$ cat src/hdl/rsgc_pkg.sv
// ----------------------------------------------------------------------------
// rsgc_pkg
// Types and constants shared by the RS steganalysis group counter.
// ----------------------------------------------------------------------------
`timescale 1ns / 1ps
`default_nettype none

package rsgc_pkg;

  // Configuration register indexes
  localparam logic [1:0] CFG_CHANNEL_COUNT  = 2'd0;
  localparam logic [1:0] CFG_CHANNEL_SELECT = 2'd1;
  localparam logic [1:0] CFG_MASK_PATTERN   = 2'd2;

  // Configuration reset values
  localparam logic [2:0] CHANNEL_COUNT_RST  = 3'd3;
  localparam logic [1:0] CHANNEL_SELECT_RST = 2'd0;
  localparam logic [7:0] MASK_PATTERN_RST   = 8'd20;

  // Legal channel count range
  localparam logic [2:0] CHANNEL_COUNT_MIN = 3'd1;
  localparam logic [2:0] CHANNEL_COUNT_MAX = 3'd4;

  // Mask entry codes
  localparam logic [1:0] MASK_NONE  = 2'd0;
  localparam logic [1:0] MASK_PLUS  = 2'd1;
  localparam logic [1:0] MASK_MINUS = 2'd2;

  localparam logic [7:0] PIX_MAX = 8'd255;
  localparam int unsigned SUM_W     = 11;
  localparam int unsigned FRAC_BITS = 16;
  localparam int unsigned OUT_CNT_W = 24;
  localparam int unsigned RATE_W    = 32;
  localparam int unsigned OUT_W     = 6 * OUT_CNT_W + RATE_W;

  // Class counter slots
  localparam logic [2:0] CNT_REGULAR  = 3'd0;
  localparam logic [2:0] CNT_SINGULAR = 3'd1;
  localparam logic [2:0] CNT_UNUSABLE = 3'd2;
  localparam logic [2:0] CNT_INV_OFS  = 3'd3;
  localparam logic [2:0] CNT_REG_INV  = 3'd3;
  localparam logic [2:0] CNT_SING_INV = 3'd4;
  localparam logic [2:0] CNT_UNUS_INV = 3'd5;

  // Sequencer step numbers
  localparam logic [2:0] DIFF_LAST   = 3'd5;
  localparam logic [2:0] CLASS_LAST  = 3'd1;
  localparam logic [2:0] RS_NUM      = 3'd0;
  localparam logic [2:0] RS_PAIR     = 3'd1;
  localparam logic [2:0] RS_DEN      = 3'd2;
  localparam logic [2:0] RS_ABS_NUM  = 3'd3;
  localparam logic [2:0] RS_ABS_DEN  = 3'd4;

  // Rate saturation bounds
  localparam logic [RATE_W-1:0] RATE_MAX = 32'h7fff_ffff;
  localparam logic [RATE_W-1:0] RATE_MIN = 32'h8000_0000;

  typedef enum logic [2:0] {
    ST_IDLE,
    ST_DIFF,
    ST_CLASS,
    ST_RATE,
    ST_DIV,
    ST_FIN
  } state_e;

  typedef enum logic [1:0] {
    ALU_ADD,
    ALU_SUB,
    ALU_ADDABS
  } alu_op_e;

  typedef struct packed {
    logic neg;
    logic zero;
  } alu_flags_t;

endpackage

`default_nettype wire

$ cat src/hdl/rs_steganalysis_group_counter_top.sv
// ----------------------------------------------------------------------------
// rs_steganalysis_group_counter_top
// RS group classification over one channel of a byte stream, with the
// embedding estimate computed by a serial divider on the last byte.
// ----------------------------------------------------------------------------
// Sequencing: an unselected byte or the first byte of a group is taken in ST_IDLE only,
//   any other selected byte runs six shared-ALU steps and then the class steps if it closes a group.
// A byte marked last adds 5 ALU steps, then the serial divide, then the load of the result
//   register, which waits while the previous result is unread; with
//   R+R'-S-S' = 0 it takes only 3 ALU steps and no divider.
// Reset: async active low; registers take their defaults, stream state and counts clear.
`timescale 1ns / 1ps
`default_nettype none

module rs_steganalysis_group_counter_top
  import rsgc_pkg::*;
#(
  parameter int unsigned GROUP_LEN  = 4,
  parameter int unsigned COUNT_BITS = 24
) (
  input  logic             clk_i,
  input  logic             rst_ni,
  // config write channel
  input  logic             cfg_valid_i,
  output logic             cfg_ready_o,
  input  logic [1:0]       cfg_index_i,
  input  logic [7:0]       cfg_data_i,
  // sample stream
  input  logic             s_axis_tvalid,
  output logic             s_axis_tready,
  input  logic [7:0]       s_axis_tdata,   // [7:0] sample
  input  logic             s_axis_tlast,   // last
  // result stream
  output logic             m_axis_tvalid,
  input  logic             m_axis_tready,
  // [23:0] regular, [47:24] singular, [71:48] unusable, [95:72] regular_inv,
  // [119:96] singular_inv, [143:120] unusable_inv, [175:144] rate_q16
  output logic [OUT_W-1:0] m_axis_tdata
);

  localparam int unsigned POS_W  = (GROUP_LEN > 2) ? $clog2(GROUP_LEN) : 1;
  localparam int unsigned ALU_W  = (COUNT_BITS + 2 > SUM_W + 1) ? COUNT_BITS + 2 : SUM_W + 1;
  localparam int unsigned QUOT_W = COUNT_BITS + FRAC_BITS + 2;
  localparam int unsigned SAT_W  = (QUOT_W > RATE_W + 1) ? QUOT_W : RATE_W + 1;
  localparam logic [POS_W-1:0] POS_END = POS_W'(GROUP_LEN - 1);

  // ---------------------------------------------------------------- state
  state_e state_q, state_d;
  logic [2:0] step_q, step_d;

  logic [2:0] chan_cnt_q, chan_cnt_d;
  logic [1:0] chan_sel_q, chan_sel_d;
  logic [7:0] mask_q, mask_d;

  logic [1:0]       phase_q, phase_d;
  logic [POS_W-1:0] pos_q, pos_d;
  logic [7:0]       prev_o_q, prev_o_d, prev_f_q, prev_f_d, prev_fi_q, prev_fi_d;
  logic [SUM_W-1:0] base_q, base_d, fsum_q, fsum_d, fisum_q, fisum_d;
  logic [COUNT_BITS-1:0] counts_q [6];
  logic [COUNT_BITS-1:0] counts_d [6];
  logic last_q, last_d, grp_end_q, grp_end_d;
  logic out_valid_q, out_valid_d;

  logic [7:0]       smp_q, smp_d, f_q, f_d, fi_q, fi_d;
  logic [ALU_W-1:0] diff_q, diff_d, num_q, num_d, den_q, den_d;
  logic             neg_q, neg_d, den_zero_q, den_zero_d;
  logic [OUT_W-1:0] out_data_q, out_data_d;

  // ---------------------------------------------------------------- shared units
  alu_op_e          alu_op;
  logic [ALU_W-1:0] alu_a, alu_b, alu_y;
  alu_flags_t       alu_flags;
  logic             div_start, div_done;
  logic [QUOT_W-1:0] quot;

  rsgc_alu #(.W(ALU_W)) u_alu (
    .op_i    (alu_op),
    .a_i     (alu_a),
    .b_i     (alu_b),
    .y_o     (alu_y),
    .flags_o (alu_flags)
  );

  rsgc_div #(.CNT_W(COUNT_BITS)) u_div (
    .clk_i     (clk_i),
    .rst_ni    (rst_ni),
    .start_i   (div_start),
    .num_mag_i (diff_q[COUNT_BITS-1:0]),
    .den_mag_i (alu_y[COUNT_BITS:0]),
    .done_o    (div_done),
    .quot_o    (quot)
  );

  // ---------------------------------------------------------------- helpers
  function automatic logic [7:0] flip_px(input logic [7:0] v, input logic [1:0] code,
                                         input logic inv);
    logic plus, minus, up;
    plus  = (code == MASK_PLUS)  ^ (inv && (code == MASK_PLUS || code == MASK_MINUS));
    minus = (code == MASK_MINUS) ^ (inv && (code == MASK_PLUS || code == MASK_MINUS));
    up    = v[0] ? minus : plus;
    if (!plus && !minus) begin
      flip_px = v;
    end else if (up) begin
      flip_px = (v == PIX_MAX) ? PIX_MAX : v + 8'd1;
    end else begin
      flip_px = (v == 8'd0) ? 8'd0 : v - 8'd1;
    end
  endfunction

  logic       in_acc, fin_go, out_acc;
  logic [2:0] cc_eff;
  logic [1:0] phase_eff, phase_nxt;
  logic       acc_sel, grp_end_now;
  logic [1:0] mask_code;
  logic [2:0] bump_idx;
  logic [SAT_W-1:0]  q_ext;
  logic [RATE_W-1:0] rate_val;

  assign in_acc  = s_axis_tvalid && s_axis_tready;
  assign out_acc = m_axis_tvalid && m_axis_tready;
  assign fin_go  = (state_q == ST_FIN) && (!out_valid_q || m_axis_tready);

  always_comb begin
    if (chan_cnt_q < CHANNEL_COUNT_MIN) begin
      cc_eff = CHANNEL_COUNT_MIN;
    end else if (chan_cnt_q > CHANNEL_COUNT_MAX) begin
      cc_eff = CHANNEL_COUNT_MAX;
    end else begin
      cc_eff = chan_cnt_q;
    end
    phase_eff   = ({1'b0, phase_q} >= cc_eff) ? 2'd0 : phase_q;
    phase_nxt   = ({1'b0, phase_eff} + 3'd1 >= cc_eff) ? 2'd0 : phase_eff + 2'd1;
    acc_sel     = (phase_eff == chan_sel_q);
    grp_end_now = (pos_q == POS_END);
    mask_code   = mask_q[{pos_q, 1'b0} +: 2];

    // class slot: rose -> regular, fell -> singular, same -> unusable
    if (alu_flags.zero) begin
      bump_idx = CNT_UNUSABLE;
    end else if (alu_flags.neg) begin
      bump_idx = CNT_SINGULAR;
    end else begin
      bump_idx = CNT_REGULAR;
    end
    if (step_q == CLASS_LAST) begin
      bump_idx = bump_idx + CNT_INV_OFS;
    end

    q_ext = SAT_W'(quot);
    if (den_zero_q) begin
      rate_val = '0;
    end else if (neg_q) begin
      rate_val = (q_ext > SAT_W'(RATE_MIN)) ? RATE_MIN : RATE_W'(~q_ext + SAT_W'(1));
    end else begin
      rate_val = (q_ext > SAT_W'(RATE_MAX)) ? RATE_MAX : RATE_W'(q_ext);
    end
  end

  // ---------------------------------------------------------------- next state
  always_comb begin
    state_d = state_q;
    step_d  = step_q;
    case (state_q)
      ST_IDLE: begin
        step_d = '0;
        if (in_acc) begin
          if (acc_sel && (pos_q != '0)) begin
            state_d = ST_DIFF;
          end else if (acc_sel && grp_end_now) begin
            state_d = ST_CLASS;
          end else if (s_axis_tlast) begin
            state_d = ST_RATE;
          end
        end
      end
      ST_DIFF: begin
        if (step_q == DIFF_LAST) begin
          step_d = '0;
          if (grp_end_q) begin
            state_d = ST_CLASS;
          end else if (last_q) begin
            state_d = ST_RATE;
          end else begin
            state_d = ST_IDLE;
          end
        end else begin
          step_d = step_q + 3'd1;
        end
      end
      ST_CLASS: begin
        if (step_q == CLASS_LAST) begin
          step_d  = '0;
          state_d = last_q ? ST_RATE : ST_IDLE;
        end else begin
          step_d = step_q + 3'd1;
        end
      end
      ST_RATE: begin
        step_d = step_q + 3'd1;
        if ((step_q == RS_DEN) && alu_flags.zero) begin
          state_d = ST_FIN;
        end else if (step_q == RS_ABS_DEN) begin
          state_d = ST_DIV;
        end
      end
      ST_DIV: begin
        if (div_done) begin
          state_d = ST_FIN;
        end
      end
      ST_FIN: begin
        if (fin_go) begin
          state_d = ST_IDLE;
        end
      end
      default: state_d = ST_IDLE;
    endcase
  end

  // ---------------------------------------------------------------- outputs
  always_comb begin
    alu_op    = ALU_ADD;
    alu_a     = '0;
    alu_b     = '0;
    div_start = 1'b0;
    case (state_q)
      ST_DIFF: begin
        // even steps take the neighbor difference, odd steps accumulate |d|
        alu_op = step_q[0] ? ALU_ADDABS : ALU_SUB;
        alu_b  = diff_q;
        case (step_q[2:1])
          2'd0: begin
            alu_a = step_q[0] ? ALU_W'(base_q) : ALU_W'(smp_q);
            if (!step_q[0]) alu_b = ALU_W'(prev_o_q);
          end
          2'd1: begin
            alu_a = step_q[0] ? ALU_W'(fsum_q) : ALU_W'(f_q);
            if (!step_q[0]) alu_b = ALU_W'(prev_f_q);
          end
          default: begin
            alu_a = step_q[0] ? ALU_W'(fisum_q) : ALU_W'(fi_q);
            if (!step_q[0]) alu_b = ALU_W'(prev_fi_q);
          end
        endcase
      end
      ST_CLASS: begin
        alu_op = ALU_SUB;
        alu_a  = (step_q == CLASS_LAST) ? ALU_W'(fisum_q) : ALU_W'(fsum_q);
        alu_b  = ALU_W'(base_q);
      end
      ST_RATE: begin
        case (step_q)
          RS_NUM: begin
            alu_op = ALU_SUB;
            alu_a  = ALU_W'(counts_q[CNT_REGULAR]);
            alu_b  = ALU_W'(counts_q[CNT_SINGULAR]);
          end
          RS_PAIR: begin
            alu_op = ALU_SUB;
            alu_a  = ALU_W'(counts_q[CNT_REG_INV]);
            alu_b  = ALU_W'(counts_q[CNT_SING_INV]);
          end
          RS_DEN: begin
            alu_a = num_q;
            alu_b = diff_q;
          end
          RS_ABS_NUM: begin
            alu_op = ALU_ADDABS;
            alu_b  = num_q;
          end
          default: begin
            alu_op    = ALU_ADDABS;
            alu_b     = den_q;
            div_start = 1'b1;
          end
        endcase
      end
      default: ;
    endcase
  end

  // ---------------------------------------------------------------- datapath
  always_comb begin
    chan_cnt_d = chan_cnt_q;
    chan_sel_d = chan_sel_q;
    mask_d     = mask_q;
    phase_d    = phase_q;
    pos_d      = pos_q;
    prev_o_d   = prev_o_q;
    prev_f_d   = prev_f_q;
    prev_fi_d  = prev_fi_q;
    base_d     = base_q;
    fsum_d     = fsum_q;
    fisum_d    = fisum_q;
    counts_d   = counts_q;
    last_d     = last_q;
    grp_end_d  = grp_end_q;
    out_valid_d = out_valid_q;
    smp_d      = smp_q;
    f_d        = f_q;
    fi_d       = fi_q;
    diff_d     = diff_q;
    num_d      = num_q;
    den_d      = den_q;
    neg_d      = neg_q;
    den_zero_d = den_zero_q;
    out_data_d = out_data_q;

    if (cfg_valid_i && cfg_ready_o) begin
      case (cfg_index_i)
        CFG_CHANNEL_COUNT:  chan_cnt_d = cfg_data_i[2:0];
        CFG_CHANNEL_SELECT: chan_sel_d = cfg_data_i[1:0];
        CFG_MASK_PATTERN:   mask_d     = cfg_data_i;
        default: ;
      endcase
    end

    if (out_acc) begin
      out_valid_d = 1'b0;
    end

    case (state_q)
      ST_IDLE: begin
        if (in_acc) begin
          phase_d   = phase_nxt;
          last_d    = s_axis_tlast;
          grp_end_d = acc_sel && grp_end_now;
          if (acc_sel) begin
            smp_d = s_axis_tdata;
            f_d   = flip_px(s_axis_tdata, mask_code, 1'b0);
            fi_d  = flip_px(s_axis_tdata, mask_code, 1'b1);
            pos_d = grp_end_now ? '0 : pos_q + POS_W'(1);
            // first byte of a group only seeds the neighbor registers
            if (pos_q == '0) begin
              prev_o_d  = s_axis_tdata;
              prev_f_d  = flip_px(s_axis_tdata, mask_code, 1'b0);
              prev_fi_d = flip_px(s_axis_tdata, mask_code, 1'b1);
            end
          end
        end
      end
      ST_DIFF: begin
        if (!step_q[0]) begin
          diff_d = alu_y;
        end else begin
          case (step_q[2:1])
            2'd0:    base_d  = alu_y[SUM_W-1:0];
            2'd1:    fsum_d  = alu_y[SUM_W-1:0];
            default: fisum_d = alu_y[SUM_W-1:0];
          endcase
        end
        if (step_q == DIFF_LAST) begin
          prev_o_d  = smp_q;
          prev_f_d  = f_q;
          prev_fi_d = fi_q;
        end
      end
      ST_CLASS: begin
        if (counts_q[bump_idx] != '1) begin
          counts_d[bump_idx] = counts_q[bump_idx] + COUNT_BITS'(1);
        end
        if (step_q == CLASS_LAST) begin
          base_d  = '0;
          fsum_d  = '0;
          fisum_d = '0;
        end
      end
      ST_RATE: begin
        case (step_q)
          RS_NUM:     num_d = alu_y;
          RS_PAIR:    diff_d = alu_y;
          RS_DEN: begin
            den_d      = alu_y;
            den_zero_d = alu_flags.zero;
          end
          RS_ABS_NUM: diff_d = alu_y;
          default:    neg_d = num_q[ALU_W-1] ^ den_q[ALU_W-1];
        endcase
      end
      ST_FIN: begin
        if (fin_go) begin
          out_valid_d = 1'b1;
          out_data_d  = {rate_val,
                         OUT_CNT_W'(counts_q[CNT_UNUS_INV]),
                         OUT_CNT_W'(counts_q[CNT_SING_INV]),
                         OUT_CNT_W'(counts_q[CNT_REG_INV]),
                         OUT_CNT_W'(counts_q[CNT_UNUSABLE]),
                         OUT_CNT_W'(counts_q[CNT_SINGULAR]),
                         OUT_CNT_W'(counts_q[CNT_REGULAR])};
          phase_d   = '0;
          pos_d     = '0;
          prev_o_d  = '0;
          prev_f_d  = '0;
          prev_fi_d = '0;
          base_d    = '0;
          fsum_d    = '0;
          fisum_d   = '0;
          for (int i = 0; i < 6; i++) begin
            counts_d[i] = '0;
          end
        end
      end
      default: ;
    endcase
  end

  // ---------------------------------------------------------------- registers
  always_ff @(posedge clk_i or negedge rst_ni) begin
    if (!rst_ni) begin
      state_q     <= ST_IDLE;
      step_q      <= '0;
      chan_cnt_q  <= CHANNEL_COUNT_RST;
      chan_sel_q  <= CHANNEL_SELECT_RST;
      mask_q      <= MASK_PATTERN_RST;
      phase_q     <= '0;
      pos_q       <= '0;
      prev_o_q    <= '0;
      prev_f_q    <= '0;
      prev_fi_q   <= '0;
      base_q      <= '0;
      fsum_q      <= '0;
      fisum_q     <= '0;
      for (int i = 0; i < 6; i++) begin
        counts_q[i] <= '0;
      end
      last_q      <= 1'b0;
      grp_end_q   <= 1'b0;
      out_valid_q <= 1'b0;
    end else begin
      state_q     <= state_d;
      step_q      <= step_d;
      chan_cnt_q  <= chan_cnt_d;
      chan_sel_q  <= chan_sel_d;
      mask_q      <= mask_d;
      phase_q     <= phase_d;
      pos_q       <= pos_d;
      prev_o_q    <= prev_o_d;
      prev_f_q    <= prev_f_d;
      prev_fi_q   <= prev_fi_d;
      base_q      <= base_d;
      fsum_q      <= fsum_d;
      fisum_q     <= fisum_d;
      counts_q    <= counts_d;
      last_q      <= last_d;
      grp_end_q   <= grp_end_d;
      out_valid_q <= out_valid_d;
    end
  end

  always_ff @(posedge clk_i) begin
    smp_q      <= smp_d;
    f_q        <= f_d;
    fi_q       <= fi_d;
    diff_q     <= diff_d;
    num_q      <= num_d;
    den_q      <= den_d;
    neg_q      <= neg_d;
    den_zero_q <= den_zero_d;
    out_data_q <= out_data_d;
  end

  assign cfg_ready_o   = 1'b1;
  assign s_axis_tready = (state_q == ST_IDLE);
  assign m_axis_tvalid = out_valid_q;
  assign m_axis_tdata  = out_data_q;

endmodule

`default_nettype wire

$ cat src/hdl/rsgc_alu.sv
// ----------------------------------------------------------------------------
// rsgc_alu
// Shared add / subtract / add-magnitude unit with sign and zero flags.
// ----------------------------------------------------------------------------
`timescale 1ns / 1ps
`default_nettype none

module rsgc_alu
  import rsgc_pkg::*;
#(
  parameter int unsigned W = 34
) (
  input  alu_op_e      op_i,
  input  logic [W-1:0] a_i,
  input  logic [W-1:0] b_i,
  output logic [W-1:0] y_o,
  output alu_flags_t   flags_o
);

  logic negate;
  logic [W-1:0] b_eff;

  always_comb begin
    case (op_i)
      ALU_ADD:    negate = 1'b0;
      ALU_SUB:    negate = 1'b1;
      ALU_ADDABS: negate = b_i[W-1];
      default:    negate = 1'b0;
    endcase
    b_eff = negate ? (~b_i + W'(1)) : b_i;
    y_o   = a_i + b_eff;
    flags_o.neg  = y_o[W-1];
    flags_o.zero = (y_o == '0);
  end

endmodule

`default_nettype wire

$ cat src/hdl/rsgc_div.sv
// ----------------------------------------------------------------------------
// rsgc_div
// Restoring divider, one quotient bit per cycle: (n*2^17 + d) / (2*d).
// ----------------------------------------------------------------------------
`timescale 1ns / 1ps
`default_nettype none

module rsgc_div
  import rsgc_pkg::*;
#(
  parameter int unsigned CNT_W = 24
) (
  input  logic                          clk_i,
  input  logic                          rst_ni,
  input  logic                          start_i,
  input  logic [CNT_W-1:0]              num_mag_i,
  input  logic [CNT_W:0]                den_mag_i,
  output logic                          done_o,
  output logic [CNT_W+FRAC_BITS+1:0]    quot_o
);

  localparam int unsigned DVD_W = CNT_W + FRAC_BITS + 2;
  localparam int unsigned DVS_W = CNT_W + 2;
  localparam int unsigned CTR_W = $clog2(DVD_W + 1);

  logic             busy_q, busy_d;
  logic [CTR_W-1:0] cnt_q, cnt_d;
  logic [DVD_W-1:0] dvd_q, dvd_d;
  logic [DVS_W-1:0] rem_q, rem_d;
  logic [DVS_W-1:0] dvs_q, dvs_d;
  logic [DVS_W:0]   trial;
  logic             fits;

  always_comb begin
    busy_d = busy_q;
    cnt_d  = cnt_q;
    dvd_d  = dvd_q;
    rem_d  = rem_q;
    dvs_d  = dvs_q;
    trial  = {rem_q, dvd_q[DVD_W-1]};
    fits   = (trial >= {1'b0, dvs_q});
    if (start_i) begin
      busy_d = 1'b1;
      cnt_d  = CTR_W'(DVD_W);
      dvd_d  = (DVD_W'(num_mag_i) << (FRAC_BITS + 1)) + DVD_W'(den_mag_i);
      rem_d  = '0;
      dvs_d  = {den_mag_i, 1'b0};
    end else if (busy_q) begin
      rem_d = fits ? DVS_W'(trial - {1'b0, dvs_q}) : trial[DVS_W-1:0];
      dvd_d = {dvd_q[DVD_W-2:0], fits};
      cnt_d = cnt_q - CTR_W'(1);
      if (cnt_q == CTR_W'(1)) begin
        busy_d = 1'b0;
      end
    end
  end

  always_ff @(posedge clk_i or negedge rst_ni) begin
    if (!rst_ni) begin
      busy_q <= 1'b0;
      cnt_q  <= '0;
    end else begin
      busy_q <= busy_d;
      cnt_q  <= cnt_d;
    end
  end

  always_ff @(posedge clk_i) begin
    dvd_q <= dvd_d;
    rem_q <= rem_d;
    dvs_q <= dvs_d;
  end

  // final step lands on the same edge that the sequencer sees done
  assign done_o = busy_q && (cnt_q == CTR_W'(1));
  assign quot_o = dvd_q;

endmodule

`default_nettype wire
$ cat config.mk
export PLATFORM = sky130hd
export DESIGN_NAME = rs_steganalysis_group_counter_top
export DESIGN_NICKNAME = d
export VERILOG_FILES = /design/src/hdl/rsgc_pkg.sv /design/src/hdl/rs_steganalysis_group_counter_top.sv /design/src/hdl/rsgc_alu.sv /design/src/hdl/rsgc_div.sv
export SDC_FILE = /design/constraint.sdc
export NUM_CORES = 1
export LEC_CHECK = 0
export BUFFER_PORTS_ARGS = -buffer_cell sky130_fd_sc_hd__buf_2
export CAP_MARGIN = 20
export CORE_AREA = 4 4 260 262
export CTS_BUF_LIST = sky130_fd_sc_hd__clkbuf_4 sky130_fd_sc_hd__clkbuf_8 sky130_fd_sc_hd__clkbuf_16
export DETAILED_ROUTE_END_ITERATION = 10
export DIE_AREA = 0 0 264 266
export PLACE_DENSITY = 0.65
export SYNTH_ARGS = -nofsm -noshare
export SYNTH_HDL_FRONTEND = slang
export SYNTH_HIERARCHICAL = 1
export SYNTH_SLANG_ARGS = --single-unit
export TNS_END_PERCENT = 100
$ cat constraint.sdc
create_clock -name clk_i -period 22.4 [get_ports clk_i]
set_input_delay 1.12 -clock clk_i [delete_from_list [all_inputs] [get_ports clk_i]]
set_output_delay 1.12 -clock clk_i [all_outputs]
set_load 0.005 [all_outputs]
* Word-level counts from Yosys, hierarchy flattened *
Index checks and enable logic that the tools add are counted.

word-level totals
  flip-flop bits (word level) = 607
  bits of input ports = 24

operators by class
  shifts and indexed selects = 1
  order comparisons = 9
  equal/unequal tests = 38
  mux-type cells = 111
  bitwise logic cells = 7
  add/subtract/negate cells = 14
  reduce and logical (&&, ||, !) cells = 54

operator list
  operator                 count
  $mux W144                2
  $pmux W144 S2            1
  $pmux W26 S3             3
  $mux W26                 7
  $mux W8                  19
  $bwmux W144              1
  $mux W11                 12
  $pmux W26 S2             2
  $pmux W26 S4             1
  $pmux W11 S3             3
  $mux W32                 3
  $mux W42                 2
  $bmux W24 S3             1
  $demux W24 S3            1
  $mux W24                 3
  $pmux W8 S3              3
  $mux W3                  16
  $add A41 B25 Y42         1
  $gt A42 B31 Y1 const B   1
  $gt A42 B32 Y1 const B   1
  $add A32 B1 Y32 const B  1
  $not A32 Y32             1
  $ge A27 B26 Y1           1
  $add A26 B1 Y26 const B  1
  other kinds (61)         147

* Logic depth before layout (Yosys ltp) *
  depth after elaboration = 20
  gate-level depth with buffers = 48
  gate-level depth less buffers = 36

* By module *
Netlist, hierarchy kept.

modules (own cells, without submodules)
  module                             times used  cells each  area each (um^2)  sequential area each (um^2)
  rs_steganalysis_group_counter_top  1           1897        23630.2           14093.5
  rsgc_div                           1           616         6037.0            2707.6
  rsgc_alu                           1           279         2045.7            0.0

* Worst setup path before layout *
No wires, ideal clock.

  path type = register -> register
  start = register step_q[1]
  end = register counts_q[12] (netlist name)
  arrival = 11453 ps
  cell stages (with the launch flop) = 46
  required time = 22279 ps
  setup slack = 10826 ps
  period minus slack after synthesis = 11574 ps
  cell sequence = dfrtp_1 > clkbuf_1 > buf_1 > inv_1 > ha_1 > and2b_1 > buf_6 > buf_4 > buf_2 > or3_1 > nor3_1 > nand2_1 > nand2_1 > a21oi_1 > or2_2 > clkbuf_1 > clkbuf_1 > a21oi_1 > (+10 left out) > or4_4 > nor4_2 > inv_1 > buf_2 > clkbuf_1 > mux4_2 > nor2_1 > inv_1 > ha_1 > inv_1 > nor4_1 > nand4_1 > or4_1 > buf_4 > nor2b_4 > buf_6 > buf_6 > a22o_1

RTL lines
  element                 RTL line                                  RTL
  from (decl)             rs_steganalysis_group_counter_top.sv:49   logic [2:0] step_q, step_d;
  from (signal assigned)  rs_steganalysis_group_counter_top.sv:431  step_q <= step_d;
  to (signal assigned)    rs_steganalysis_group_counter_top.sv:443  counts_q <= counts_d;
  to (decl)               rs_steganalysis_group_counter_top.sv:59   logic [COUNT_BITS-1:0] counts_q [6];

==> results.yml <==
sta:
  rsz0062_at_grt: "false"
  drv_slew: 0
  tns_ns: 0
  final.min_clock_period_ns: 11.93
  setup_viol: 0
  hold_viol_final: 0
  fmax_mhz: 83.83
  finalClockSkew_ns: 0.02630
  fin_crit_sh_pct: 53.25
  relSlewSlack_pct: 26.49
  tightestPinTransition_ns: 1.100
synth:
  synth_edf_count: 347
  seq_area_frac_synth_pct: 52.98
  ys_ff_latch: 607
  synthFlopType: "edfxtp_1"
  yosysUniqueCellTypes: 98
  syn_inst: 2792
  async_flop_share_pct: 38.55
  yosys_warnings: 6
  syn_nets: 2907
  synth_area_per_cell_um2: 11.36
  synth_area_mm2: 0.03171
power:
  p_comb_share_pct: 51.3
  pwr-share-clk_pct: 18.2
  p_sw_w: 0.003002
  p_leak_nw: 14.43
  seqPwrFrac_pct: 30.5
  power_density_mw_per_mm2: 186.3
  p_sw_share_pct: 44.90
  p_int_w: 0.003684
  peakVddDrop_mv: 0.1229
critical_path:
  critical_path.max_stage_delay_ns: 0.96
  rrSetupSlack_ns: 10.47
  arrival_ns: 12.48
  cp-end-kind: "flop"
  cp-start-kind: "flop"
  crit_top_cell: "ha_1"
  required_ns: 22.96
  crit_type: "reg2reg"
  crit_fanout: 63
  crit_slowest_cell: "nand2_1"
route:
  vias: 24150
  avgRoutedWirePerCell_um: 24.51
  avgViaCountPerCell: 6.244
  wl_um: 94790
  final_antenna_net_count: 0
  firstDrtPassIters: 6
  drt-initial-drc-count: 2400
  drc_errors: 0
min_path:
  hold_path_class: "reg2reg"
clock_network:
  cts_htree_levels: 3
  clockBufferDepth: 3
  cts_made_buffers: 68
  tritoncts: "yes"
  ctsResizeCount: 0
  post_cts_buffers: 0
  cts-root-buf: "clkbuf_16"
  clock_latency_ns: 0.63
  clkTransAtPathRegs_ns: 0.06
  cts_sinks: 607
  postCtsHoldBufs: 0
final_layout:
  antennaDiodeCount: 0
  nets: 3063
  fin_util_pct: 54.88
  areaGrowthSynthToFinish_pct: 13.17
  fill_cells: 5683
  drive_above_1_share_pct: 18.87
die:
  die_area_mm2: 0.07022
  die_x_um: 264
  io_pins: 203
  coreArea_mm2: 0.06539
  start_util_pct: 48.50
  fp-row-count: 94
  die_h_um: 266
grt:
  grt_max_degree: 103
  grt-ovfl-total: 0
  grt_pass1_wl_um: 145100
  antenna_found_initial: 0
  grt_pass1_vias: 23810
  grt.total_usage_pct: 26.41
placement:
  gp_congestion: 0.9575
  dp_hpwl_um: 68080
  io_buffers: 201
job:
  cap_violations: 0
status:
  outcome: "finished clean"
synth_stat cells, types with 20 or more instances:
cell type	instances	share of area [%]
edfxtp_1	347	33
dfrtp_1	230	18
nand2_1	222	2.6
nor2_1	194	2.3
a21oi_1	172	2.7
o21ai_0	155	2.4
a22o_1	132	3.6
mux2_2	106	3.8
clkbuf_1	101	1.2
inv_1	93	1.1
a22oi_1	92	2.2
ha_1	88	3.5
xnor2_1	72	2.0
nor3_1	51	0.80
xor2_1	45	1.2
mux2i_1	43	1.4
nand2b_1	39	0.77
nand3_1	37	0.58
a211oi_1	34	0.80
a31oi_1	31	0.61
mux4_2	30	2.1
o2bb2ai_1	30	0.83
o31ai_1	30	0.71
a21o_1	27	0.64
dfxtp_1	26	1.6
nand4_1	20	0.39
critical path: cells and delay by family (launching register included):
kind,cells,cell delay [ns]
buf+inv,3,1.05
flops,1,0.86
fa+ha+maj,3,1.15
simple gates,11,5.92
xor+xnor,2,0.36
compound gates,10,2.46
power by group through the flow:
stage	clock network, W	logic [W]	registers [W]
6_report	0.00122	0.00343	0.00204
5_1_grt	0.00128	0.00373	0.00207
4_1_cts	0.00124	0.00339	0.00204
3_5_place_dp	0	0.00337	0.00206
3_3_place_gp	0	0.00330	0.00205
2_1_floorplan	0	0.00241	0.00189
state kept, by name, indices dropped and copies added (netlist names), 11 cells and up:
register / count
counts_q: 144
fisum_q: 11
u_div/quot_o: 42
den_q: 26
m_axis_tdata: 176
diff_q: 26
base_q: 11
num_q: 26
u_div/rem_q: 26
u_div/dvs_q: 25
fsum_q: 11
worst paths after layout:
path / start / cells after the start / endpoint
max: step_q[0] / 29 / counts_q[22]
min: prev_f_q[7] / 2 / prev_f_q[7]
max reg2reg: step_q[0] / 29 / counts_q[22]
min reg2reg: prev_f_q[7] / 2 / prev_f_q[7]
max in group asynchronous: rst_ni / 3 / counts_q[43]
min in group asynchronous: rst_ni / 1 / prev_f_q[5]
cells in the final DEF, fill, tap and decap left out, types with 20 or more instances in the layout:
cell type,synthesis,layout
edfxtp_1,347,347
dfrtp_1,230,230
nand2_1,222,222
buf_2,16,200
nor2_1,194,191
a21oi_1,172,172
o21ai_0,155,154
a22o_1,132,132
mux2_2,106,106
inv_1,93,92
a22oi_1,92,92
ha_1,88,88
xnor2_1,72,71
clkbuf_16,0,70
nor3_1,51,50
buf_4,13,47
xor2_1,45,45
mux2i_1,43,43
nand2b_1,39,39
nand3_1,37,37
a211oi_1,34,34
a31oi_1,31,31
mux4_2,30,30
o31ai_1,30,30
o2bb2ai_1,30,30
a21o_1,27,27
dfxtp_1,26,26
nand4_1,20,20
stage by stage:
stage	power, W	instances	hold WS (ns)	instance area (um2)	setup slack, ns
2_1_floorplan	0.004300	2792	0.4387	31710	10.83
3_3_place_gp	0.005355	3740	0.4631	33370	11.23
3_5_place_dp	0.005429	3741	0.4624	33390	10.84
4_1_cts	0.006667	3867	0.4813	35860	10.74
5_1_grt	0.007083	3868	0.4929	35890	9.643
6_report	0.006687	3868	0.4787	35890	10.47
cell type report:
class | instances | area (um2) | share of cell area, %
Sequential cell | 607 | 16800 | 46.81
Multi-Input combinational cell | 1926 | 13760 | 38.33
Clock buffer | 86 | 1916 | 5.337
Timing Repair Buffer | 250 | 1411 | 3.932
Tap cell | 864 | 1081 | 3.012
Clock inverter | 40 | 561.8 | 1.565
Inverter | 95 | 361.6 | 1.007
cell families (layout without fill, tap and decap cells):
group	Yosys count	in the layout	synth area share [%]
other	1	1	0.01182
muxes	180	180	7.334
and+or+nand+nor	711	711	11.04
AOI/OAI and AO/OA	826	826	17.94
buffers and inverters	259	471	3.795
adders and majority gates	91	91	3.661
DFF	607	607	52.98
xor gates and xnor gates	117	117	3.231
per-layer routing:
metal  GRT usage, %  wire (um)
met1          36.26      39890
met2          43.34      45310
met3          3.574       6166
met4          9.766       3425
met5              0          0
No activity file was read; power rests on OpenSTA's default activity.
